$ cat src/rtl/core/kstb_pkg.sv
// ----------------------------------------------------------------------------
// kstb_pkg
// Types, codes and constants shared by the key scanner with typematic repeat
// and its port checker.
// ----------------------------------------------------------------------------
package kstb_pkg;

  // Field widths fixed by the item format.
  localparam int KEY_W   = 8;   // key code
  localparam int OP_W    = 3;   // operation code
  localparam int TOT_W   = 6;   // typed_total result field
  localparam int HC_W    = 16;  // hit counter, wraps at 16 bits
  localparam int CFG_W   = 8;   // configuration write data
  localparam int CIDX_W  = 2;   // configuration register index
  localparam int STEP_W  = 6;   // repeat step, 1 to 50
  localparam int BIT_W   = 4;   // bit index into the hit counter
  localparam int DDIV_W  = 4;   // repeat_delay_ticks / 20, at most 12

  // delay / 20 is computed as (delay * 205) >> 12, exact for 8-bit delays.
  localparam logic [15:0] DLY_RECIP = 16'd205;
  localparam int          DLY_SHIFT = 12;

  typedef enum logic [OP_W-1:0] {
    OP_BEGIN_SCAN  = 3'd0,
    OP_KEY_SAMPLE  = 3'd1,
    OP_END_SCAN    = 3'd2,
    OP_QUERY_DOWN  = 3'd3,
    OP_CONSUME_HIT = 3'd4,
    OP_DRAIN_TYPED = 3'd5
  } op_t;

  typedef enum logic [CIDX_W-1:0] {
    CFG_REPEAT_ENABLE = 2'd0,
    CFG_REPEAT_DELAY  = 2'd1,
    CFG_REPEAT_PERIOD = 2'd2
  } cfg_idx_t;

  typedef enum logic [3:0] {
    ST_IDLE,
    ST_SAMPLE,
    ST_EDGE,
    ST_QRD,
    ST_QCMP,
    ST_CRD,
    ST_CCMP,
    ST_SHRD,
    ST_SHWR,
    ST_DRD,
    ST_DOUT,
    ST_RESULT,
    ST_MOD
  } state_t;

  // Repeat step 50 / period, with a zero period taken as 1 and a step of
  // zero (period above 50) raised to 1.
  function automatic logic [STEP_W-1:0] step_of(input logic [STEP_W-1:0] period);
    logic [STEP_W-1:0] s;
    case (period) inside
      6'd0, 6'd1:     s = 6'd50;
      6'd2:           s = 6'd25;
      6'd3:           s = 6'd16;
      6'd4:           s = 6'd12;
      6'd5:           s = 6'd10;
      6'd6:           s = 6'd8;
      6'd7:           s = 6'd7;
      6'd8:           s = 6'd6;
      [6'd9:6'd10]:   s = 6'd5;
      [6'd11:6'd12]:  s = 6'd4;
      [6'd13:6'd16]:  s = 6'd3;
      [6'd17:6'd25]:  s = 6'd2;
      default:        s = 6'd1;
    endcase
    return s;
  endfunction

endpackage

$ cat src/rtl/core/key_scan_typematic_buffer.sv
// A key sample passes a sample state, plus an edge state for the press-edge write
// to the typed buffer; begin and end scan complete on acceptance. A query or a
// consume walks its list one entry at a time, and compaction after a hit reads
// and rewrites each moved entry. A drain reads each result over the typed memory
// read port. A write of repeat_period_ticks starts a remainder pass over the 16
// counter bits. Reset is synchronous and active low; no clearing pass is needed.
// ----------------------------------------------------------------------------
// key_scan_typematic_buffer
// Keyboard scanner with typematic repeat, a down list and a typed buffer.
// ----------------------------------------------------------------------------
//
// The per-code press history, the down list and the typed buffer live in
// synchronous memories with registered read data. The press history is
// backed by a valid bit per code so that it reads as released after reset.
//
// The repeat test needs hit_counter modulo the repeat step. Rather than
// divide on every sample, the remainder is kept in its own register and
// stepped along with the hit counter. When the period register is written,
// the remainder is rebuilt by a restoring division over the sixteen counter
// bits, one bit per cycle.
//
// Items are processed one at a time. Results go through an output register,
// so the next item is accepted while a result still waits for its transfer.
module key_scan_typematic_buffer
  import kstb_pkg::*;
#(
  parameter int MAX_KEYS  = 32,
  parameter int NUM_CODES = 256
) (
  input  logic              clk,
  input  logic              rst_n,

  input  logic              in_valid,
  output logic              in_ready,
  input  logic [OP_W-1:0]   in_operation,
  input  logic [KEY_W-1:0]  in_key_code,
  input  logic              in_pressed,

  output logic              out_valid,
  input  logic              out_ready,
  output logic              out_is_down,
  output logic              out_was_hit,
  output logic [KEY_W-1:0]  out_typed_key,
  output logic              out_typed_valid,
  output logic [TOT_W-1:0]  out_typed_total,
  output logic              out_last,

  input  logic              cfg_valid,
  output logic              cfg_ready,
  input  logic [CIDX_W-1:0] cfg_index,
  input  logic [CFG_W-1:0]  cfg_wdata
);

  // Entry index width and count width for the two key lists.
  localparam int IW = (MAX_KEYS > 1) ? $clog2(MAX_KEYS) : 1;
  localparam int CW = $clog2(MAX_KEYS + 1);
  // Address width of the press history.
  localparam int AW = $clog2(NUM_CODES);

  // Memories.
  logic             prev_mem [NUM_CODES];
  logic [KEY_W-1:0] down_mem [MAX_KEYS];
  logic [KEY_W-1:0] typed_mem [MAX_KEYS];

  logic [NUM_CODES-1:0] prev_vld_r, prev_vld_nxt;
  logic                 prev_rdata_r;
  logic [KEY_W-1:0]     down_rdata_r;
  logic [KEY_W-1:0]     typed_rdata_r;

  // Memory port controls.
  logic             p_rd_en, p_wr_en, p_wr_data;
  logic [AW-1:0]    p_rd_addr, p_wr_addr;
  logic             d_rd_en, d_wr_en;
  logic [IW-1:0]    d_rd_addr, d_wr_addr;
  logic [KEY_W-1:0] d_wr_data;
  logic             t_rd_en, t_wr_en;
  logic [IW-1:0]    t_rd_addr, t_wr_addr;
  logic [KEY_W-1:0] t_wr_data;

  // Control and working registers.
  state_t            state_r, state_nxt;
  op_t               op_r, op_nxt;
  logic [KEY_W-1:0]  code_r, code_nxt;
  logic              held_r, held_nxt;
  logic [CW-1:0]     idx_r, idx_nxt;
  logic [CW-1:0]     total_r, total_nxt;
  logic              found_r, found_nxt;
  logic [CW-1:0]     down_cnt_r, down_cnt_nxt;
  logic [CW-1:0]     typed_cnt_r, typed_cnt_nxt;
  logic [HC_W-1:0]   hit_r, hit_nxt;
  logic [STEP_W-1:0] mod_r, mod_nxt;
  logic [BIT_W-1:0]  mbit_r, mbit_nxt;

  // Configuration, kept in the form the repeat test uses.
  logic              rep_en_r, rep_en_nxt;
  logic [DDIV_W-1:0] delay_div_r, delay_div_nxt;
  logic [STEP_W-1:0] step_r, step_nxt;

  // Output register.
  logic              out_valid_r, out_valid_nxt;
  logic              out_is_down_r, out_is_down_nxt;
  logic              out_was_hit_r, out_was_hit_nxt;
  logic [KEY_W-1:0]  out_typed_key_r, out_typed_key_nxt;
  logic              out_typed_valid_r, out_typed_valid_nxt;
  logic [TOT_W-1:0]  out_typed_total_r, out_typed_total_nxt;
  logic              out_last_r, out_last_nxt;

  // Helpers.
  logic              in_fire, cfg_fire, out_free;
  logic              t_full;
  logic [IW-1:0]     t_push_addr;
  logic [CW-1:0]     t_push_cnt;
  logic [CW-1:0]     idx_inc;
  logic              rep_fire;
  logic              prev_pressed;
  logic [15:0]       dly_prod;
  logic [STEP_W:0]   rem_sh;

  assign cfg_ready = (state_r == ST_IDLE);
  assign in_ready  = (state_r == ST_IDLE) && !cfg_valid;
  assign in_fire   = in_valid && in_ready;
  assign cfg_fire  = cfg_valid && cfg_ready;
  assign out_free  = !out_valid_r || out_ready;

  // A push into a full typed buffer empties it first.
  assign t_full      = (typed_cnt_r >= CW'(MAX_KEYS));
  assign t_push_addr = t_full ? '0 : typed_cnt_r[IW-1:0];
  assign t_push_cnt  = t_full ? CW'(1) : typed_cnt_r + CW'(1);

  assign idx_inc  = idx_r + CW'(1);
  assign rep_fire = rep_en_r && (hit_r > HC_W'(delay_div_r)) && (mod_r == '0);
  assign prev_pressed = prev_vld_r[code_r[AW-1:0]] && prev_rdata_r;
  assign dly_prod = 16'(cfg_wdata) * DLY_RECIP;
  assign rem_sh   = {mod_r, hit_r[mbit_r]};

  always_comb begin
    state_nxt           = state_r;
    op_nxt              = op_r;
    code_nxt            = code_r;
    held_nxt            = held_r;
    idx_nxt             = idx_r;
    total_nxt           = total_r;
    found_nxt           = found_r;
    down_cnt_nxt        = down_cnt_r;
    typed_cnt_nxt       = typed_cnt_r;
    hit_nxt             = hit_r;
    mod_nxt             = mod_r;
    mbit_nxt            = mbit_r;
    rep_en_nxt          = rep_en_r;
    delay_div_nxt       = delay_div_r;
    step_nxt            = step_r;
    prev_vld_nxt        = prev_vld_r;

    out_valid_nxt       = out_valid_r && !out_ready;
    out_is_down_nxt     = out_is_down_r;
    out_was_hit_nxt     = out_was_hit_r;
    out_typed_key_nxt   = out_typed_key_r;
    out_typed_valid_nxt = out_typed_valid_r;
    out_typed_total_nxt = out_typed_total_r;
    out_last_nxt        = out_last_r;

    p_rd_en   = 1'b0;
    p_rd_addr = in_key_code[AW-1:0];
    p_wr_en   = 1'b0;
    p_wr_addr = code_r[AW-1:0];
    p_wr_data = held_r;
    d_rd_en   = 1'b0;
    d_rd_addr = idx_r[IW-1:0];
    d_wr_en   = 1'b0;
    d_wr_addr = down_cnt_r[IW-1:0];
    d_wr_data = code_r;
    t_rd_en   = 1'b0;
    t_rd_addr = idx_r[IW-1:0];
    t_wr_en   = 1'b0;
    t_wr_addr = t_push_addr;
    t_wr_data = code_r;

    case (state_r)
      ST_IDLE: begin
        if (cfg_fire) begin
          case (cfg_index)
            CFG_REPEAT_ENABLE: rep_en_nxt = cfg_wdata[0];
            CFG_REPEAT_DELAY:  delay_div_nxt = dly_prod[DLY_SHIFT +: DDIV_W];
            CFG_REPEAT_PERIOD: begin
              // The remainder must be rebuilt against the new step.
              step_nxt  = step_of(cfg_wdata[STEP_W-1:0]);
              mod_nxt   = '0;
              mbit_nxt  = BIT_W'(HC_W - 1);
              state_nxt = ST_MOD;
            end
            default: ;
          endcase
        end else if (in_fire) begin
          op_nxt    = op_t'(in_operation);
          code_nxt  = in_key_code;
          held_nxt  = in_pressed;
          idx_nxt   = '0;
          found_nxt = 1'b0;
          case (op_t'(in_operation))
            OP_BEGIN_SCAN: down_cnt_nxt = '0;
            OP_KEY_SAMPLE: begin
              // Codes outside the scanned range are dropped without a trace.
              if ({1'b0, in_key_code} < (KEY_W + 1)'(NUM_CODES)) begin
                p_rd_en   = 1'b1;
                state_nxt = ST_SAMPLE;
              end
            end
            OP_END_SCAN: begin
              if (hit_r == '1) begin
                hit_nxt = '0;
                mod_nxt = '0;
              end else begin
                hit_nxt = hit_r + HC_W'(1);
                mod_nxt = (mod_r + STEP_W'(1) == step_r) ? '0 : mod_r + STEP_W'(1);
              end
            end
            OP_QUERY_DOWN:  state_nxt = ST_QRD;
            OP_CONSUME_HIT: state_nxt = ST_CRD;
            OP_DRAIN_TYPED: begin
              total_nxt     = typed_cnt_r;
              typed_cnt_nxt = '0;
              state_nxt     = (typed_cnt_r == '0) ? ST_RESULT : ST_DRD;
            end
            default: ;
          endcase
        end
      end

      ST_SAMPLE: begin
        p_wr_en = 1'b1;
        prev_vld_nxt[code_r[AW-1:0]] = 1'b1;
        state_nxt = ST_IDLE;
        if (held_r) begin
          if (down_cnt_r < CW'(MAX_KEYS)) begin
            d_wr_en      = 1'b1;
            down_cnt_nxt = down_cnt_r + CW'(1);
          end
          // The repeat goes in ahead of the press-edge entry.
          if (rep_fire) begin
            t_wr_en       = 1'b1;
            typed_cnt_nxt = t_push_cnt;
          end
          if (!prev_pressed) begin
            state_nxt = ST_EDGE;
          end
        end
      end

      ST_EDGE: begin
        t_wr_en       = 1'b1;
        typed_cnt_nxt = t_push_cnt;
        hit_nxt       = '0;
        mod_nxt       = '0;
        state_nxt     = ST_IDLE;
      end

      ST_QRD: begin
        if (idx_r >= down_cnt_r) begin
          state_nxt = ST_RESULT;
        end else begin
          d_rd_en   = 1'b1;
          state_nxt = ST_QCMP;
        end
      end

      ST_QCMP: begin
        if (down_rdata_r == code_r) begin
          found_nxt = 1'b1;
          state_nxt = ST_RESULT;
        end else begin
          idx_nxt   = idx_inc;
          state_nxt = ST_QRD;
        end
      end

      ST_CRD: begin
        if (idx_r >= typed_cnt_r) begin
          state_nxt = ST_RESULT;
        end else begin
          t_rd_en   = 1'b1;
          state_nxt = ST_CCMP;
        end
      end

      ST_CCMP: begin
        if (typed_rdata_r == code_r) begin
          found_nxt = 1'b1;
          state_nxt = ST_SHRD;
        end else begin
          idx_nxt   = idx_inc;
          state_nxt = ST_CRD;
        end
      end

      // Compaction: move each later entry down by one.
      ST_SHRD: begin
        if (idx_inc >= typed_cnt_r) begin
          typed_cnt_nxt = typed_cnt_r - CW'(1);
          state_nxt     = ST_RESULT;
        end else begin
          t_rd_en   = 1'b1;
          t_rd_addr = idx_inc[IW-1:0];
          state_nxt = ST_SHWR;
        end
      end

      ST_SHWR: begin
        t_wr_en   = 1'b1;
        t_wr_addr = idx_r[IW-1:0];
        t_wr_data = typed_rdata_r;
        idx_nxt   = idx_inc;
        state_nxt = ST_SHRD;
      end

      ST_DRD: begin
        t_rd_en   = 1'b1;
        state_nxt = ST_DOUT;
      end

      ST_DOUT: begin
        if (out_free) begin
          out_valid_nxt       = 1'b1;
          out_is_down_nxt     = 1'b0;
          out_was_hit_nxt     = 1'b0;
          out_typed_key_nxt   = typed_rdata_r;
          out_typed_valid_nxt = 1'b1;
          out_typed_total_nxt = TOT_W'(total_r);
          out_last_nxt        = (idx_inc == total_r);
          idx_nxt             = idx_inc;
          state_nxt           = (idx_inc == total_r) ? ST_IDLE : ST_DRD;
        end
      end

      // Single result of a query, a consume or an empty drain.
      ST_RESULT: begin
        if (out_free) begin
          out_valid_nxt       = 1'b1;
          out_is_down_nxt     = (op_r == OP_QUERY_DOWN) && found_r;
          out_was_hit_nxt     = (op_r == OP_CONSUME_HIT) && found_r;
          out_typed_key_nxt   = '0;
          out_typed_valid_nxt = 1'b0;
          out_typed_total_nxt = '0;
          out_last_nxt        = 1'b1;
          state_nxt           = ST_IDLE;
        end
      end

      // Restoring remainder, most significant counter bit first.
      ST_MOD: begin
        if (rem_sh >= {1'b0, step_r}) begin
          mod_nxt = STEP_W'(rem_sh - {1'b0, step_r});
        end else begin
          mod_nxt = rem_sh[STEP_W-1:0];
        end
        mbit_nxt = mbit_r - BIT_W'(1);
        if (mbit_r == '0) begin
          state_nxt = ST_IDLE;
        end
      end

      default: state_nxt = ST_IDLE;
    endcase
  end

  // Memories with registered read data.
  always_ff @(posedge clk) begin
    if (p_rd_en) begin
      prev_rdata_r <= prev_mem[p_rd_addr];
    end
    if (p_wr_en) begin
      prev_mem[p_wr_addr] <= p_wr_data;
    end
  end

  always_ff @(posedge clk) begin
    if (d_rd_en) begin
      down_rdata_r <= down_mem[d_rd_addr];
    end
    if (d_wr_en) begin
      down_mem[d_wr_addr] <= d_wr_data;
    end
  end

  always_ff @(posedge clk) begin
    if (t_rd_en) begin
      typed_rdata_r <= typed_mem[t_rd_addr];
    end
    if (t_wr_en) begin
      typed_mem[t_wr_addr] <= t_wr_data;
    end
  end

  // Control state.
  always_ff @(posedge clk) begin
    if (!rst_n) begin
      state_r     <= ST_IDLE;
      down_cnt_r  <= '0;
      typed_cnt_r <= '0;
      hit_r       <= '0;
      mod_r       <= '0;
      rep_en_r    <= 1'b0;
      delay_div_r <= '0;
      step_r      <= step_of(6'd50);
      prev_vld_r  <= '0;
      out_valid_r <= 1'b0;
    end else begin
      state_r     <= state_nxt;
      down_cnt_r  <= down_cnt_nxt;
      typed_cnt_r <= typed_cnt_nxt;
      hit_r       <= hit_nxt;
      mod_r       <= mod_nxt;
      rep_en_r    <= rep_en_nxt;
      delay_div_r <= delay_div_nxt;
      step_r      <= step_nxt;
      prev_vld_r  <= prev_vld_nxt;
      out_valid_r <= out_valid_nxt;
    end
  end

  // Payload and working registers.
  always_ff @(posedge clk) begin
    op_r              <= op_nxt;
    code_r            <= code_nxt;
    held_r            <= held_nxt;
    idx_r             <= idx_nxt;
    total_r           <= total_nxt;
    found_r           <= found_nxt;
    mbit_r            <= mbit_nxt;
    out_is_down_r     <= out_is_down_nxt;
    out_was_hit_r     <= out_was_hit_nxt;
    out_typed_key_r   <= out_typed_key_nxt;
    out_typed_valid_r <= out_typed_valid_nxt;
    out_typed_total_r <= out_typed_total_nxt;
    out_last_r        <= out_last_nxt;
  end

  assign out_valid       = out_valid_r;
  assign out_is_down     = out_is_down_r;
  assign out_was_hit     = out_was_hit_r;
  assign out_typed_key   = out_typed_key_r;
  assign out_typed_valid = out_typed_valid_r;
  assign out_typed_total = out_typed_total_r;
  assign out_last        = out_last_r;

endmodule

$ cat config.mk
export PLATFORM = sky130hd
export DESIGN_NAME = key_scan_typematic_buffer
export DESIGN_NICKNAME = d
export VERILOG_FILES = /design/src/rtl/core/kstb_pkg.sv /design/src/rtl/core/key_scan_typematic_buffer.sv
export SDC_FILE = /design/constraint.sdc
export NUM_CORES = 2
export LEC_CHECK = 0
export BUFFER_PORTS_ARGS = -buffer_cell sky130_fd_sc_hd__buf_2
export CAP_MARGIN = 5
export CORE_MARGIN = 2
export CORE_UTILIZATION = 45
export DETAILED_ROUTE_END_ITERATION = 8
export PLACE_DENSITY = 0.58
export SYNTH_ARGS = -nofsm -noshare
export SYNTH_HDL_FRONTEND = slang
export SYNTH_SLANG_ARGS = --single-unit
$ cat constraint.sdc
create_clock -name clk -period 7.6 [get_ports clk]
set_clock_uncertainty 0.2 [all_clocks]
set_input_delay 1.14 -clock clk [delete_from_list [all_inputs] [get_ports clk]]
set_output_delay 1.14 -clock clk [all_outputs]
set_load 0.02 [all_outputs]
=== Word level (Yosys, flattened, before mapping) ===
Memory sizes are Yosys's and may differ from the RTL's. A register that Yosys moved wholly into a read port is not among the register bits.
Index checks and enable logic that the tools add are counted.

* Bits in registers: 353
* Latch bits: 0
* RAM bits: 768
* ROM bits: 0
* Input port bits: 27
* Output and inout port bits: 21
* Word-level logic and storage cells: 281
* Memories kept: 3

{| class="wikitable"
|+ Memories
! memory !! depth !! width !! read ports !! clocked after memory_dff !! wr ports !! line !! text
|-
| down_mem || 32 || 8 || 1 || 1 || 1 || key_scan_typematic_buffer.sv:62 || <nowiki>logic [KEY_W-1:0] down_mem [MAX_KEYS];</nowiki>
|-
| prev_mem || 256 || 1 || 1 || 1 || 1 || key_scan_typematic_buffer.sv:61 || <nowiki>logic prev_mem [NUM_CODES];</nowiki>
|-
| typed_mem || 32 || 8 || 1 || 1 || 1 || key_scan_typematic_buffer.sv:63 || <nowiki>logic [KEY_W-1:0] typed_mem [MAX_KEYS];</nowiki>
|}

* Add/subtract/negate cells: 8
* Multiply operators: 1
* Div/mod/pow operators: 0
* Order comparisons: 18
* Equality and inequality tests: 56
* Shift operators: 0
* Multiplexer cells: 120
* Bitwise operators: 2
* Reductions and logical operators: 50

{| class="wikitable"
|+ Operator list
! operator !! number
|-
| 256-bit bitwise OR || 1
|-
| 6-bit 2-to-1 mux || 27
|-
| 16-bit 2-to-1 mux || 4
|-
| 4-bit 2-to-1 mux || 15
|-
| 4-bit one-hot mux with 12 select lines || 1
|-
| 1-bit 2-to-1 mux || 34
|-
| 16-bit one-hot mux with 2 select lines || 1
|-
| 5-bit 2-to-1 mux || 6
|-
| 6-bit one-hot mux with 5 select lines || 1
|-
| 6-bit by 1-bit adder with 6-bit output, second input constant || 4
|-
| 6-bit by 3-bit == test with 1-bit output, second input constant || 4
|-
| 8-bit 2-to-1 mux || 3
|-
| 2-bit != test, second input constant || 12
|-
| 6-bit one-hot mux with 2 select lines || 2
|-
| 6-bit one-hot mux with 4 select lines || 1
|-
| 4-bit == test, second input constant || 5
|-
| 6-bit by 4-bit >= comparator with 1-bit output, second input constant || 3
|-
| 6-bit >= comparator || 3
|-
| 6-bit zero test || 3
|-
| 6-bit one-hot mux with 3 select lines || 1
|-
| 3-bit AND reduction || 6
|-
| 6-bit AND reduction || 3
|-
| 16-bit by 1-bit adder with 16-bit output, second input constant || 1
|-
| 16-bit == test, second input constant || 1
|-
| other kinds (56) || 113
|}

=== Logic depth before layout (Yosys ltp) ===
* Word-level depth: 14
* Mapped depth: 17
* Mapped depth without buffers: 17

=== Least setup slack after synthesis ===
Ideal clock, no wire load.

* Path kind: reg-to-reg
* From: register held_r
* To: memory typed_mem[13][0], enable pin
* Arrival time: 4.860 ns
* Path slack: 2.170 ns
* Cell stages (with the launch flop): 6
* Path buffers: 0
* Clock period less this slack: 5.430 ns
* Cell sequence: edfxtp_1 -> nand3_1 -> inv_1 -> a221o_1 -> nand3_1 -> nor2_1

* Longest elaborated chain between the ends: 4

{| class="wikitable"
|+ RTL lines
! item !! line !! text
|-
| from (decl) || key_scan_typematic_buffer.sv:84 || <nowiki>logic held_r, held_nxt;</nowiki>
|-
| from (signal assigned) || key_scan_typematic_buffer.sv:424 || <nowiki>held_r <= held_nxt;</nowiki>
|-
| 1-bit 2-to-1 mux || key_scan_typematic_buffer.sv:233 || <nowiki>if (held_r) begin</nowiki>
|-
| 1-bit one-hot mux with 2 select lines || key_scan_typematic_buffer.sv:178 || <nowiki>case (state_r)</nowiki>
|-
| 1-bit 2-to-1 mux || key_scan_typematic_buffer.sv:388 || <nowiki>if (t_wr_en) begin</nowiki>
|-
| 1-bit 2-to-1 mux (implied by the code) || key_scan_typematic_buffer.sv:389 || <nowiki>typed_mem[t_wr_addr] <= t_wr_data;</nowiki>
|-
| to (decl) || key_scan_typematic_buffer.sv:63 ||
|}

No other way between the ends.

=== Worst setup path in the final report ===
* From: register idx_r[0]
* To: register typed_rdata_r[4], read port of typed_mem, data pin

* Longest elaborated chain between the ends: 4
* Elaborated cells on any way between the ends: 8

{| class="wikitable"
|+ RTL lines
! item !! line !! text
|-
| from (decl) || key_scan_typematic_buffer.sv:85 || <nowiki>logic [CW-1:0] idx_r, idx_nxt;</nowiki>
|-
| from (signal assigned) || key_scan_typematic_buffer.sv:425 || <nowiki>idx_r <= idx_nxt;</nowiki>
|-
| 6-bit by 1-bit adder with 6-bit output * || key_scan_typematic_buffer.sv:130 || <nowiki>assign idx_inc = idx_r + CW'(1);</nowiki>
|-
| via idx_inc[5] || key_scan_typematic_buffer.sv:113 || <nowiki>logic [CW-1:0] idx_inc;</nowiki>
|-
| 6-bit >= comparator * || key_scan_typematic_buffer.sv:297 || <nowiki>if (idx_inc >= typed_cnt_r) begin</nowiki>
|-
| 1-bit 2-to-1 mux / 5-bit 2-to-1 mux (equally long branches) || key_scan_typematic_buffer.sv:297 ||
|-
| 1-bit one-hot mux with 3 select lines / 5-bit 2-to-1 mux (equally long branches) || key_scan_typematic_buffer.sv:178 ||
|-
| to (decl) || key_scan_typematic_buffer.sv:68 || <nowiki>logic [KEY_W-1:0] typed_rdata_r;</nowiki>
|}

The timed path passes the listed nets; every way through them passes the cells marked *.
A chain may end at the register's enable or synchronous reset.

==> run_results.csv <==
group,metric,value,unit
run_status,run_status,"finished clean",
synthesis,ys_ff_latch,1138,
clock_network,postCtsHoldBufs,0,
floorplanning,core,107100,um^2
floorplanning,die_h,332.7,um
detailed_routing,via_per_inst,5.770,
synthesis,synthTopCellsByCount,"nor2_1 (881), edfxtp_1 (832), dfxtp_1 (306), mux4_2 (253), nand2_1 (196)",
sta,finalSetupTns,0,ns
clock_network,post-cts-setup-buffers,0,
synthesis,yosys.area.top_type,"edfxtp_1",
sta,hold_violations,0,
sta,max_slew.worst_pin.slew,1.198,ns
layout,syn_to_final_growth,11.48,%
pwr,leakage,18.06,nW
layout,fin_nets,3755,
global_routing,antenna_found_initial,6,
min_path,hold_path_class,"register to register",
pwr,p_switching,5.250,mW
synthesis,yosysWarnings,0,
synthesis,async_reset_ff_frac,0,
worst_setup_path,cp_data_required_time,7.86,ns
synthesis,synth.avg_cell_area,13.55,um^2
global_routing,grt_pass1_vias,29228,
run,max_cap_violations,0,
clock_network,clock_latency,0.73,ns
detailed_routing,final_antenna_net_count,0,
detailed_routing,firstDrtPassIters,6,
pwr,seqPwrFrac,0.424,
global_routing,grt_first_pass_wirelength,188500,um
worst_setup_path,crit_arrival,5.86,ns
clock_network,clockBufferDepth,3,
global_routing,grt_max_degree,114,
sta,fin_ws,2.001,ns
placement,place_ws,2.022,ns
detailed_routing,drc,0,
worst_setup_path,r2r_cells,13,
sta,layout_min_cycle_time,5.599,ns
synthesis,seq_area_frac_synth,0.6397,
clock_network,clk_pin_slew_worst_paths,0.06,ns
global_routing,overflow,0,
synthesis,synth_edf_count,832,
global_routing,grt.total_usage,0.2261,
synthesis,syn_area,48630,um^2
sta,maxSlewViolCount,0,
floorplanning,initial_core_util,0.4543,
pwr,p_clk_frac,0.336,
clock_network,cts.sinks,1138,
sta,rsz0062_at_grt,"no",
layout,drive_above_1_share,0.1529,
pwr,netSwitchingFraction,0.3055,
sta,setup_viol,0,
placement,place_inst,4905,
floorplanning,ios,48,
sta,worst_hold_slack,0.2604,ns
synthesis,syn_inst,3590,
min_path,hold_path_depth,1,
synthesis,synth_fp_nets,3725,
synthesis,synthTopCellsByArea,"edfxtp_1 (51%), dfxtp_1 (13%), mux4_2 (12%), nor2_1 (6.8%), ha_1 (2.5%)",
floorplanning,die_w,332.7,um
clock_network,htreeDepth,3,
worst_setup_path,crit_type,"register to register",
sta,timing.fmax,178.6,MHz
synthesis,yosysMostFrequentCell,"nor2_1",
synthesis,synth_top_area_frac,0.5138,
detailed_routing,drt_iter0_markers,2816,
floorplanning,rows,120,
worst_setup_path,path_max_fanout,36,
worst_setup_path,worstSetupStartpointType,"register",
pwr,power.density,317.0,nW/um^2
clock_network,clockRootBuffer,"clkbuf_16",
synthesis,synth_flop_cell,"edfxtp_1",
layout,final_util,0.5064,
pwr,pwr-share-comb,0.240,
detailed_routing,drt-wirelength-per-cell,24.57,um
sta,slew_headroom,0.1994,
worst_setup_path,crit_path_end_kind,"register",
floorplanning,die_area,110700,um^2
synthesis,yosys.cell_types.count,74,
pwr,ir_drop,0.3125,mV
clock_network,cts_tree,"done",
detailed_routing,via_count,29583,
placement,gp_congestion,0.8554,
clock_network,cts_made_buffers,116,
placement,place_hpwl,79800,um
layout,fin_cells,5127,
detailed_routing,routed_wirelength,126000,um
placement,io_buffers,47,
clock_network,cts_resized,0,
pwr,p_int,11.93,mW
sta,final.period_utilization,0.7367,
[cells in the final DEF, fill, tap and decap left out, types with 10 or more instances in the layout]
master       n
a211oi_1    11
a21oi_1     56
a22o_1      10
a22oi_1     31
a31oi_1     15
a32oi_1     10
and2_1      22
and3_1      13
buf_2       45
buf_4       49
bufinv_16   10
clkbuf_1    24
clkbuf_16  118
clkbuf_8    13
clkinv_1    18
clkinv_2    22
dfxtp_1    306
edfxtp_1   832
fa_1        11
ha_1        97
inv_1       90
mux2_2      22
mux2i_1     58
mux4_2     253
nand2_1    196
nand2b_1    21
nand3_1     79
nand4_1     36
nor2_1     879
nor2b_1     29
nor3_1      32
nor4_1      15
o21a_1      43
o21ai_0     58
xnor2_1     36
xor2_1      25
[critical path, stage by stage (launching register included)]
cell and delay, ns:
edfxtp_1 0.35, buf_4 0.56, nand3_1 0.39, nor2_1 0.23, xnor2_1 0.19, inv_1 0.08
ha_1 0.35, a211oi_4 0.27, a21boi_4 0.43, mux2_2 0.72, nor3_1 1.06, o21ai_0 0.24
nand4_1 0.17, nand4_1 0.10
[final timing paths]
check	start	end	slack, ns
worst min register to register	prev_vld_r[71]	prev_vld_r[71]	0.26
worst max-delay path	idx_r[0]	typed_rdata_r[4]	2.00
worst max register to register	idx_r[0]	typed_rdata_r[4]	2.00
worst min-delay path	prev_vld_r[71]	prev_vld_r[71]	0.26
[metrics by stage]
| stage | power [mW] | area [um^2] |
|---|---|---|
| final | 17.18 | 54210 |
| after detailed placement | 11.53 | 50320 |
| after floorplan | 10.18 | 48630 |
| after global routing | 17.85 | 54210 |
| after global placement | 11.50 | 50320 |
| after CTS | 17.29 | 54210 |
[per-layer routing]
metal / share of wire / global-route usage / wire length [um]
met4: 0.027 / 0.06797 / 3441
met1: 0.44 / 0.3167 / 54860
met3: 0.062 / 0.03498 / 7861
met2: 0.47 / 0.3659 / 59830
met5: 0 / 0 / 0
[flip-flops by register name (all words and copies together), names as in the netlist, 8 cells and up]
| signal | count |
|---|---|
| code_r | 8 |
| down_mem | 256 |
| down_rdata_r | 8 |
| hit_r | 16 |
| out_typed_key | 8 |
| prev_mem | 256 |
| prev_vld_r | 256 |
| typed_mem | 256 |
| typed_rdata_r | 8 |
[layout make-up]
| type | count | area (um^2) |
|---|---|---|
| Clock buffer | 155 | 3222 |
| Timing Repair Buffer | 95 | 613.1 |
| Multi-Input combinational cell | 2177 | 16490 |
| Tap cell | 1403 | 1755 |
| Fill cell | 9147 | 52840 |
| Inverter | 92 | 352.8 |
| Clock inverter | 65 | 664.4 |
| Sequential cell | 1138 | 31110 |
| Antenna cell | 2 | 5.005 |
[power by group through the flow]
| stage | Sequential [mW] | Clock [mW] | Combinational [mW] |
|---|---|---|---|
| 3_3_place_gp | 7.42 | 0 | 4.08 |
| 3_5_place_dp | 7.42 | 0 | 4.11 |
| 6_report | 7.29 | 5.77 | 4.12 |
| 2_1_floorplan | 7.42 | 0 | 2.76 |
| 4_1_cts | 7.29 | 5.87 | 4.13 |
| 5_1_grt | 7.30 | 6.10 | 4.45 |
[cells by family (layout without fill, tap and decap cells)]
family / Yosys count / count (layout) / share of synthesized area
flip-flops: 1138 / 1138 / 0.6397
AND/OR/NAND/NOR: 1349 / 1349 / 0.1162
multiplexers: 334 / 334 / 0.1344
XOR/XNOR: 65 / 65 / 0.01186
adder cells (fa/ha/maj): 108 / 108 / 0.02949
other: 0 / 2 / 0
buffers and inverters: 275 / 407 / 0.02241
AO/OA/AOI/OAI: 321 / 321 / 0.04585
(Power assumes the default switching activity.)
